File: src/uptt_pkg.sv
// Package for the updatable priority task table.
// Holds field widths, command codes and the structs shared by the cell row and the top level.
// No dependencies.
package uptt_pkg;

  // Number of task slots in the table (one cell per slot).
  localparam int TASKS  = 256;
  localparam int SLOT_W = (TASKS > 1) ? $clog2(TASKS) : 1;

  // Fixed field widths.
  localparam int KIND_W = 2;
  localparam int ID_W   = 8;
  localparam int USER_W = 16;
  localparam int PRI_W  = 30;

  // Width used to compare a task id against a slot number.
  localparam int CMP_W  = (SLOT_W > ID_W) ? SLOT_W : ID_W;

  // Command codes.
  localparam logic [KIND_W-1:0] KIND_ADD    = 2'd0;
  localparam logic [KIND_W-1:0] KIND_EDIT   = 2'd1;
  localparam logic [KIND_W-1:0] KIND_REMOVE = 2'd2;
  localparam logic [KIND_W-1:0] KIND_EXEC   = 2'd3;

  // Write command broadcast to every cell.
  typedef struct packed {
    logic              add;
    logic              edit;
    logic              remove;
    logic              clr;
    logic [ID_W-1:0]   task_id;
    logic [SLOT_W-1:0] clr_slot;
    logic [USER_W-1:0] user;
    logic [PRI_W-1:0]  pri;
  } cmd_t;

  // Running best candidate handed from cell to cell during a search.
  typedef struct packed {
    logic              valid;
    logic              have;
    logic [PRI_W-1:0]  pri;
    logic [USER_W-1:0] owner;
    logic [SLOT_W-1:0] slot;
  } token_t;

endpackage

File: src/uptt_cell.sv
// One slot of the task table: live mark, owner, priority, and one stage of the search chain.
// Depends on uptt_pkg.
module uptt_cell (
  input  logic                   clk,
  input  logic                   rst_n,
  input  logic [uptt_pkg::SLOT_W-1:0] slot_id,
  input  uptt_pkg::cmd_t         cmd,
  input  uptt_pkg::token_t       tok_in,
  output uptt_pkg::token_t       tok_out
);
  import uptt_pkg::*;

  logic              live_r, live_nxt;
  logic [USER_W-1:0] owner_r;
  logic [PRI_W-1:0]  pri_r;
  token_t            tok_r, tok_nxt;
  logic              id_hit, clr_hit, take;

  assign id_hit  = (CMP_W'(cmd.task_id) == CMP_W'(slot_id));
  assign clr_hit = cmd.clr && (cmd.clr_slot == slot_id);

  always_comb begin
    live_nxt = live_r;
    if (cmd.add && id_hit) begin
      live_nxt = 1'b1;
    end else if ((cmd.remove && id_hit) || clr_hit) begin
      live_nxt = 1'b0;
    end
  end

  always_ff @(posedge clk) begin
    if (!rst_n) begin
      live_r <= 1'b0;
    end else begin
      live_r <= live_nxt;
    end
  end

  // Owner and priority need no reset; they are read only while the slot is live.
  always_ff @(posedge clk) begin
    if (cmd.add && id_hit) begin
      owner_r <= cmd.user;
      pri_r   <= cmd.pri;
    end else if (cmd.edit && id_hit && live_r) begin
      pri_r   <= cmd.pri;
    end
  end

  // Slots are visited in ascending order, so >= hands ties to the larger id.
  assign take = tok_in.valid && live_r && (!tok_in.have || (pri_r >= tok_in.pri));

  always_comb begin
    tok_nxt = tok_in;
    if (take) begin
      tok_nxt.have  = 1'b1;
      tok_nxt.pri   = pri_r;
      tok_nxt.owner = owner_r;
      tok_nxt.slot  = slot_id;
    end
  end

  always_ff @(posedge clk) begin
    if (!rst_n) begin
      tok_r.valid <= 1'b0;
    end else begin
      tok_r <= tok_nxt;
    end
  end

  assign tok_out = tok_r;

endmodule

File: config.mk
export PLATFORM = sky130hd
export DESIGN_NAME = uptt_cell
export DESIGN_NICKNAME = d
export VERILOG_FILES = /design/src/uptt_pkg.sv /design/src/uptt_cell.sv
export SDC_FILE = /design/constraint.sdc
export NUM_CORES = 1
export LEC_CHECK = 0
export BUFFER_PORTS_ARGS = -buffer_cell sky130_fd_sc_hd__buf_2
export CORE_AREA = 4 4 122 95
export DETAILED_ROUTE_END_ITERATION = 16
export DIE_AREA = 0 0 126 99
export GPL_ROUTABILITY_DRIVEN = 1
export GPL_TIMING_DRIVEN = 1
export HOLD_SLACK_MARGIN = 0.15
export PLACE_DENSITY = 0.78
export SLEW_MARGIN = 20
export SYNTH_ARGS = -nofsm -noshare
export SYNTH_HDL_FRONTEND = slang
export SYNTH_SLANG_ARGS = --single-unit
export TNS_END_PERCENT = 100
File: constraint.sdc
create_clock -name clk -period 3.66 [get_ports clk]
set_input_delay 0.366 -clock clk [delete_from_list [all_inputs] [get_ports clk]]
set_output_delay 0.366 -clock clk [all_outputs]
set_load 0.05 [all_outputs]
==> results of run 1 <==
-- through the flow --
| stage | total power (W) | hold slack (ns) | instance area (µm²) |
|---|---|---|---|
| 2_1_floorplan | 0.001663 | 0.4649 | 4972 |
| 3_3_place_gp | 0.001813 | 0.5284 | 6038 |
| 3_5_place_dp | 0.001826 | 0.5361 | 6038 |
| 4_1_cts | 0.002757 | 0.1826 | 6330 |
| 5_1_grt | 0.002846 | 0.1768 | 6330 |
| 6_report | 0.002727 | 0.1984 | 6330 |
-- sequential cells by signal (all words and copies together), names as in the netlist --
signal   count
live_r       1
pri_r       30
owner_r     16
tok_out     56
-- cell usage in the layout, fill, tap and decap left out, types with 3 or more instances in the layout --
cell type,netlist,final
buf_2,0,187
mux2_4,50,50
ha_1,30,30
inv_1,33,33
edfxtp_1,101,101
xnor2_1,13,13
mux2_2,4,4
a21oi_1,11,11
o21ai_0,3,3
a21o_1,3,3
nand4_1,7,7
nand2_1,7,7
nor2_1,4,4
xor2_1,3,3
clkbuf_16,0,9
-- worst max-delay path, cell delays in order (launching register included) --
cell	delay (ns)
edfxtp_1	0.39
ha_1	0.33
a211o_1	0.31
a21oi_1	0.13
o211ai_1	0.10
a221oi_1	0.43
o311a_4	0.25
buf_12	0.24
mux2_2	0.37
-- layer usage --
layer,vias to the layer above,track usage
met2,123,0.3183
met1,1469,0.1955
met4,0,0.06513
met5,-,0
met3,22,0.04930
li1,1517,-
-- worst max-delay path by stage --
stage,slack (ns),startpoint,depth (start not counted),endpoint
floorplan,0.45,slot_id[0],3,pri_r[0]
detailed placement,0.77,tok_in[29],10,tok_out[0]
global route,0.71,pri_r[5],8,tok_out[0]
global placement,0.82,tok_in[29],10,tok_out[1]
CTS,0.88,pri_r[5],8,tok_out[0]
finish,0.85,pri_r[5],8,tok_out[0]
-- report_power, final --
group	switching (W)	internal, W	leakage, nW	total [W]
combinational	0.000281	0.000150	1.83	0.000431
sequential	0.0000143	0.00135	0.968	0.00137
clock	0.000400	0.000530	0.136	0.000930
total	0.000695	0.00203	2.93	0.00273
-- kinds of logic (layout without fill, tap and decap cells) --
family	count (synthesis)	after routing	share of synthesized area
adders and majority gates	30	30	0.07549
xor gates and xnor gates	16	16	0.02818
and+or+nand+nor	32	32	0.03573
DFF	103	103	0.6180
muxes	54	54	0.1600
AOI/OAI and AO/OA	27	27	0.03523
buffers and inverters	39	240	0.04731
-- area by class of cell --
type	instances	area [µm²]	area share
Multi-Input combinational cell	159	1680	0.2655
Clock buffer	11	232.7	0.03677
Timing Repair Buffer	191	991.0	0.1566
Tap cell	136	170.2	0.02688
Sequential cell	103	3073	0.4855
Clock inverter	5	58.81	0.009290
Inverter	33	123.9	0.01957
==> impl_metrics.tcl, run 1 <==
set metrics [dict create \
    netlist_area_um2 4972 \
    leakagePower_nw 2.932 \
    io_pins 188 \
    syn_inst 301 \
    grt_setup_unrepaired "no" \
    cts-buffers-inserted 9 \
    highest_layer "met4" \
    critPathRequiredTime_ns 3.75 \
    die_area_um2 12470 \
    postRouteAntennaNets 0 \
    ctsResizeCount 0 \
    grt_usage 0.1749 \
    root_buffer "clkbuf_16" \
    hold_class "primary input to register" \
    worst_pin_slew_ns 0.7990 \
    critical_path_peak_fanout 29 \
    power.density_nw_per_um2 430.9 \
    syn_avg_cell_area_um2 16.52 \
    postCtsSetupRepairBufs 0 \
    synth_nets 463 \
    maxCapViolCount 0 \
    startpoint_type "register" \
    htreeDepth 3 \
    dp_cells 622 \
    hold_viol_final 0 \
    clkSlewWorstSetupHoldPaths_ns 0.07 \
    wl_mm 10.85 \
    max_freq_mhz 356.0 \
    dpl.hpwl_mm 8.605 \
    synth-seq-area-share 0.6180 \
    clk_latency_ns 0.34 \
    fp.coreArea_um2 10250 \
    final_core_util 0.6176 \
    antenna_found_initial 0 \
    cts_tree "yes" \
    hold_start "cmd[18]" \
    async_flop_share 0 \
    ff2ff_path_depth 8 \
    fin_crit_ns 2.809 \
    post_drt_wl_per_cell_um 17.01 \
    wl_met2_mm 5.779 \
    synth_largest_area_cell "edfxtp_1" \
    ys_types 34 \
    wl_met1_mm 4.156 \
    drtIter0Drc 123 \
    fin_cells 638 \
    num_rows 32 \
    start_util 0.4851 \
    grt_pass1_vias 3423 \
    crit_type "register to register" \
    port_buffers 187 \
    setup_viol 0 \
    r2r_start "pri_r[5]" \
    fillCellCount 799 \
    peakVddDrop_mv 0.3939 \
    ys_ff_latch 103 \
    routed_via_density 4.908 \
    n_antenna_cell 0 \
    clock-sinks 103 \
    reg2reg_slack_ns 0.85 \
    dieWidth_um 126 \
    first_pass_iters 4 \
    cp-end-kind "register" \
    final_layout_size_suffix_gt1_frac 0.5239 \
    skew_ns 0.005449 \
    holdPathStages 1 \
    synthFlopType "edfxtp_1" \
    grt_pass1_wl_mm 16.92 \
    synth_top_area_share 0.6100 \
    nets 659 \
    worstPathArrival_ns 2.90 \
    overflow 0 \
    finalSetupTns_ns 0 \
    cts_max_path_buffers 2 \
    synth_edf_count 101 \
    slew-limit-headroom 0.4673 \
    period_share 0.7676 \
    synth_most_common_cell "edfxtp_1" \
    syn2layout_area_growth_pct 27.30 \
    post-place-ws_ns 0.7704 \
    grt_max_degree 36 \
    layout_setup_ws_ns 0.8506 \
    met3_length_um 714 \
    outcome "finished, final reports clean" \
    routed-via-count 3131 \
    die_h_um 99 \
    synth_common_cells "edfxtp_1 (101), mux2_4 (50), inv_1 (33), ha_1 (30), xnor2_1 (13)" \
    synthTopCellsByArea "edfxtp_1 (61%), mux2_4 (15%), ha_1 (7.5%), inv_1 (2.5%), xnor2_1 (2.3%)" \
    reg2reg_to "tok_out[0]" \
    hold_end "pri_r[18]" \
    yosys_warnings 0 \
    route.detailed.drc 0 \
    gp_congestion 0.8470 \
    ctsHoldBuffers 0 \
    final_max_slew_viol_count 0 \
]
Note: power is estimated with default switching activity, not from simulation.
==> inputs of run 2 (changes only) <==
- CORE_AREA: 4 4 122 95 -> 4 4 127 99
- DIE_AREA: 0 0 126 99 -> 0 0 131 103
- PLACE_DENSITY: 0.78 -> 0.76
- clock period: 3.66 -> 2.3 ns (I/O delays scaled with it)
==> run 2 against run 1 <==
Compared with the run above:
- sequential cell count unchanged
- critical path depth increased by 1
- clock-buffer cell count decreased by 2
- global-route usage increased by 0.53 points
- final cell count increased by 13%
- die area increased by 8.2%
- the run now ends with setup timing left
- largest power group unchanged
- clock skew increased by 0.0045 ns
- setup slack got worse by 1.2 ns
==> impl_metrics.tcl, run 2 (synthesis results as in run 1) <==
set metrics [dict create \
    outcome "complete, but fails checks" \
    violations "setup timing" \
    cp-end-kind "register" \
    routed_via_density 4.791 \
    final_cell_mix "buf_2 (187), edfxtp_1 (101), mux2_4 (54)" \
    antenna_found_initial 1 \
    num_rows 34 \
    post_dp_cell_area_um2 6218 \
    overflow 0 \
    gp_congestion 0.8670 \
    setup_viol 54 \
    worstPathArrival_ns 2.69 \
    crit_slowest_cell "edfxtp_1" \
    crit_chain "ha_1 -> nand4_1 -> nor4_1 -> or3_1 -> a221oi_2 -> o311a_4 -> buf_12 -> buf_16 -> mux2_4" \
    peakVddDrop_mv 0.4199 \
    nets 731 \
    syn2layout_area_growth_pct 44.39 \
    clk_latency_ns 0.34 \
    hold_end "tok_out[54]" \
    drtIter0Drc 103 \
    holdPathStages 2 \
    critical_path_peak_fanout 5 \
    postRouteAntennaNets 0 \
    critPathRequiredTime_ns 2.39 \
    ff2ff_path_depth 9 \
    reg2reg_slack_ns -0.30 \
    leakagePower_nw 3.336 \
    r2r_start "pri_r[10]" \
    max_freq_mhz 384.4 \
    crit_type "register to register" \
    dieWidth_um 131 \
    hold_class "primary input to register" \
    n_antenna_cell 0 \
    cp_top_family "simple AND/OR/NAND/NOR gates" \
    grt_max_degree 58 \
    layout_setup_ws_ns -0.3017 \
    start_util 0.4378 \
    wl_mm 12.23 \
    period_share 1.131 \
    startpoint_type "register" \
    first_pass_iters 4 \
    grt_pass1_vias 3817 \
    die_h_um 103 \
    route.detailed.drc 0 \
    slew-limit-headroom 0.7131 \
    path_buf_inv 2 \
    post_drt_wl_per_cell_um 17.04 \
    hold_viol_final 0 \
    slowest_delay_ns 0.41 \
    grt_usage 0.1802 \
    cts_tree "yes" \
    grt_setup_unrepaired "yes" \
    final_core_util 0.6321 \
    die_area_um2 13490 \
    final_max_slew_viol_count 0 \
    clkSlewWorstSetupHoldPaths_ns 0.07 \
    fp.coreArea_um2 11360 \
    htreeDepth 3 \
    final_layout_size_suffix_gt1_frac 0.5157 \
    io_pins 188 \
    cts_max_path_buffers 2 \
    skew_ns 0.009956 \
    reg2reg_to "tok_out[33]" \
    largest_register_ffs 56 \
    final_common_cell "buf_2" \
    root_buffer "clkbuf_16" \
    dpl.hpwl_mm 8.530 \
    grt_pass1_wl_mm 18.46 \
    power.density_nw_per_um2 642.5 \
    cts-buffers-inserted 9 \
    design_area_um2 7179 \
    hold_start "tok_in[54]" \
    port_buffers 187 \
    maxCapViolCount 0 \
    worst_pin_slew_ns 0.4304 \
    routed-via-count 3440 \
    fin_crit_ns 2.602 \
    clock-sinks 103 \
]
-- run 2: cell types whose count changed in the layout (fill, tap and decap cells not counted), sizes merged --
cell | before | now
buf | 191 | 216
bufinv | 1 | 2
clkbuf | 11 | 9
clkinvlp | 2 | 1
dlygate4sd3 | 0 | 47
inv | 33 | 35
-- run 2: final cells by class --
class	count	area [µm²]
fill	845	4179
sequential	103	3073
multi-input combinational	159	1757
timing repair buffer	263	1718
clock buffer	9	225.2
tap	144	180.2
inverter	33	123.9
clock inverter	7	102.6
-- run 2: timing repair --
item,4_1_cts,5_1_grt
pin swaps,0,3
gates resized for setup,8,2
setup endpoints to repair,54,54
hold buffers,47,0
hold endpoints to repair,47,0
setup buffers,3,4
gates cloned,2,0
-- run 2: worst max-delay path by stage --
stage	end	slack, ns	cells after the start	from
after floorplan	tok_out[10]	-0.1	9	pri_r[5]
after global placement	tok_out[49]	-0.26	8	pri_r[5]
after detailed placement	tok_out[47]	-0.34	8	pri_r[10]
after CTS	tok_out[33]	-0.32	9	pri_r[10]
after global routing	tok_out[33]	-0.38	9	pri_r[5]
final	tok_out[33]	-0.30	9	pri_r[10]
-- run 2: per-stage QoR --
step,worst slack (ns),instances,hold WS (ns),TNS (ns),power [W]
3_5_place_dp,-0.3421,646,0.4081,-15.93,0.002919
5_1_grt,-0.3825,718,0.1649,-19.23,0.004796
3_3_place_gp,-0.2640,646,0.4065,-12.66,0.002904
2_1_floorplan,-0.09815,301,0.3289,-4.908,0.002650
6_report,-0.3017,718,0.1716,-14.88,0.004613
4_1_cts,-0.3217,714,0.1545,-15.69,0.004651
-- run 2: where the power goes --
part           switching [W]  internal (W)  total (W)
Combinational       0.000468      0.000308   0.000776
Clock               0.000697      0.000966    0.00166
Sequential         0.0000240       0.00215    0.00217
Total                0.00119       0.00342    0.00461
-- run 2: layer usage --
layer / share of wire / vias up / routed length, µm / track usage
met4: 0.0083 / 2 / 102 / 0.04190
met5: 0.0011 / - / 13 / 0
met3: 0.084 / 14 / 1032 / 0.05230
met1: 0.40 / 1610 / 4865 / 0.2070
li1: - / 1668 / - / -
met2: 0.51 / 146 / 6220 / 0.3323
==> inputs of run 3 (changes only) <==
--- a/config.mk
+++ b/config.mk
@@ -8,5 +8,5 @@
 export BUFFER_PORTS_ARGS = -buffer_cell sky130_fd_sc_hd__buf_2
-export CORE_AREA = 4 4 127 99
+export CORE_AREA = 2 2 125 97
 export DETAILED_ROUTE_END_ITERATION = 16
-export DIE_AREA = 0 0 131 103
+export DIE_AREA = 0 0 127 99
 export GPL_ROUTABILITY_DRIVEN = 1
--- a/constraint.sdc
+++ b/constraint.sdc
@@ -3,2 +3,2 @@
 set_output_delay 0.23 -clock clk [all_outputs]
-set_load 0.05 [all_outputs]
+set_load 0.02 [all_outputs]
==> run 3 against run 2 <==
Compared with the run above:
- the run still ends with setup timing left
- first-iteration DRC count grew 2.9%
- clock power is essentially flat
- power shrank 3.8%
- hold slack gained 0.015 ns
- combinational power shrank 23%
- fmax shrank 2.1%
- sequential cell count is the same
- critical path depth shrank 1
- critical endpoint is now tok_out[36]
==> impl_metrics.tcl, run 3 (synthesis results as in run 1) <==
set metrics [dict create \
    grt_pass1_vias 3789 \
    cts_tree "yes" \
    fin_crit_ns 2.658 \
    dpl.hpwl_mm 8.298 \
    finalPower_w 0.004436 \
    routed_via_density 4.794 \
    critical_path_peak_fanout 14 \
    n_antenna_cell 0 \
    startpoint_type "register" \
    setup_viol 54 \
    skew_ns 0.005621 \
    largest_register_ffs 56 \
    critPathRequiredTime_ns 2.39 \
    crit_type "register to register" \
    htreeDepth 3 \
    grt_max_degree 58 \
    first_pass_iters 4 \
    clkSlewWorstSetupHoldPaths_ns 0.07 \
    p_clk_frac 0.374 \
    max_freq_mhz 376.2 \
    cts_max_path_buffers 2 \
    start_util 0.4394 \
    final_common_cell "buf_2" \
    cts-buffers-inserted 9 \
    num_rows 34 \
    final_layout_size_suffix_gt1_frac 0.5157 \
    io_pins 188 \
    design_area_um2 7183 \
    maxCapViolCount 0 \
    violations "setup timing" \
    post_dp_cell_area_um2 6284 \
    hold_viol_final 0 \
    post_drt_wl_per_cell_um 16.62 \
    slew-limit-headroom 0.7701 \
    drtIter0Drc 106 \
    root_buffer "clkbuf_16" \
    route.detailed.drc 0 \
    p_sw_frac 0.2274 \
    internal_power_w 0.003427 \
    die_h_um 99 \
    syn2layout_area_growth_pct 44.46 \
    cp-end-kind "register" \
    power.density_nw_per_um2 617.5 \
    postRouteAntennaNets 0 \
    port_buffers 187 \
    antenna_found_initial 1 \
    grt_usage 0.1862 \
    clock-sinks 103 \
    power_frac_seq 0.490 \
    layout_setup_ws_ns -0.3585 \
    leakagePower_nw 3.333 \
    grt_setup_unrepaired "yes" \
    die_area_um2 12570 \
    hold_class "primary input to register" \
    clk_latency_ns 0.34 \
    wl_mm 11.94 \
    fillCellCount 825 \
    dieWidth_um 127 \
    worst_pin_slew_ns 0.3448 \
    worstPathArrival_ns 2.75 \
    fp.coreArea_um2 11320 \
    gp_congestion 0.7866 \
    nets 731 \
    period_share 1.156 \
    overflow 0 \
    peakVddDrop_mv 0.4657 \
    final_max_slew_viol_count 0 \
    final_core_util 0.6348 \
    post-place-ws_ns -0.3828 \
    p_sw_w 0.001008 \
    routed-via-count 3442 \
    final_cell_mix "buf_2 (187), edfxtp_1 (101), mux2_4 (54)" \
    power_frac_comb 0.136 \
    grt_pass1_wl_mm 17.94 \
    outcome "complete, but fails checks" \
    finalSetupTns_ns -17.64 \
]
-- run 3: cell count changes in the layout (fill, tap and decap cells not counted), sizes merged --
cell    change
clkbuf      +2
buf         -2
-- run 3: final timing paths --
check	start	slack (ns)	to	cells after the start
max	pri_r[17]	-0.36	tok_out[36]	8
min	tok_in[4]	0.19	tok_out[4]	2
max reg2reg	pri_r[17]	-0.36	tok_out[36]	8
min reg2reg	owner_r[6]	0.55	tok_out[14]	1
-- run 3: worst max-delay path: stages (launching register included) --
cell and delay, ns:
edfxtp_1 0.40, ha_1 0.31, a21oi_1 0.17, o21ai_0 0.13, a221oi_1 0.39, or2_1 0.17, o311a_4 0.29, clkbuf_16 0.23
mux2_4 0.32
-- run 3: layout make-up --
cell class / count / area, µm² / share of cell area
sequential: 103 / 3073 / 0.4278
clock buffer: 9 / 225.2 / 0.03135
timing repair buffer: 263 / 1717 / 0.2390
multi-input combinational: 159 / 1762 / 0.2453
tap: 144 / 180.2 / 0.02508
inverter: 33 / 123.9 / 0.01724
clock inverter: 7 / 102.6 / 0.01428
-- run 3: layer usage --
metal | GRT usage | share of wire | wire, µm
met5 | 0 | 0.0011 | 13
met4 | 0.04734 | 0.011 | 129
met3 | 0.06460 | 0.076 | 908
met2 | 0.3358 | 0.49 | 5847
met1 | 0.2123 | 0.42 | 5035
-- run 3: through the flow --
step | std cells | hold slack [ns]
detailed placement | 653 | 0.4082
global placement | 653 | 0.4073
global route | 718 | 0.1675
floorplan | 301 | 0.3289
CTS | 716 | 0.1621
finish | 718 | 0.1870
-- run 3: power by group through the flow --
stage	Sequential, W	Clock [W]	Combinational, W
after global placement	0.00221	0	0.000515
after detailed placement	0.00221	0	0.000529
after global routing	0.00218	0.00178	0.000647
after floorplan	0.00232	0	0.000153
final	0.00217	0.00166	0.000601
after CTS	0.00217	0.00170	0.000596
-- run 3: what timing repair did --
| action | in CTS | in global routing |
|---|---|---|
| buffers inserted | 0 | 0 |
| gates resized for setup | 2 | 6 |
| endpoints found under the setup margin | 54 | 54 |
| hold buffers | 47 | 0 |
| gates cloned | 0 | 2 |
| endpoints found under the hold margin | 47 | 0 |
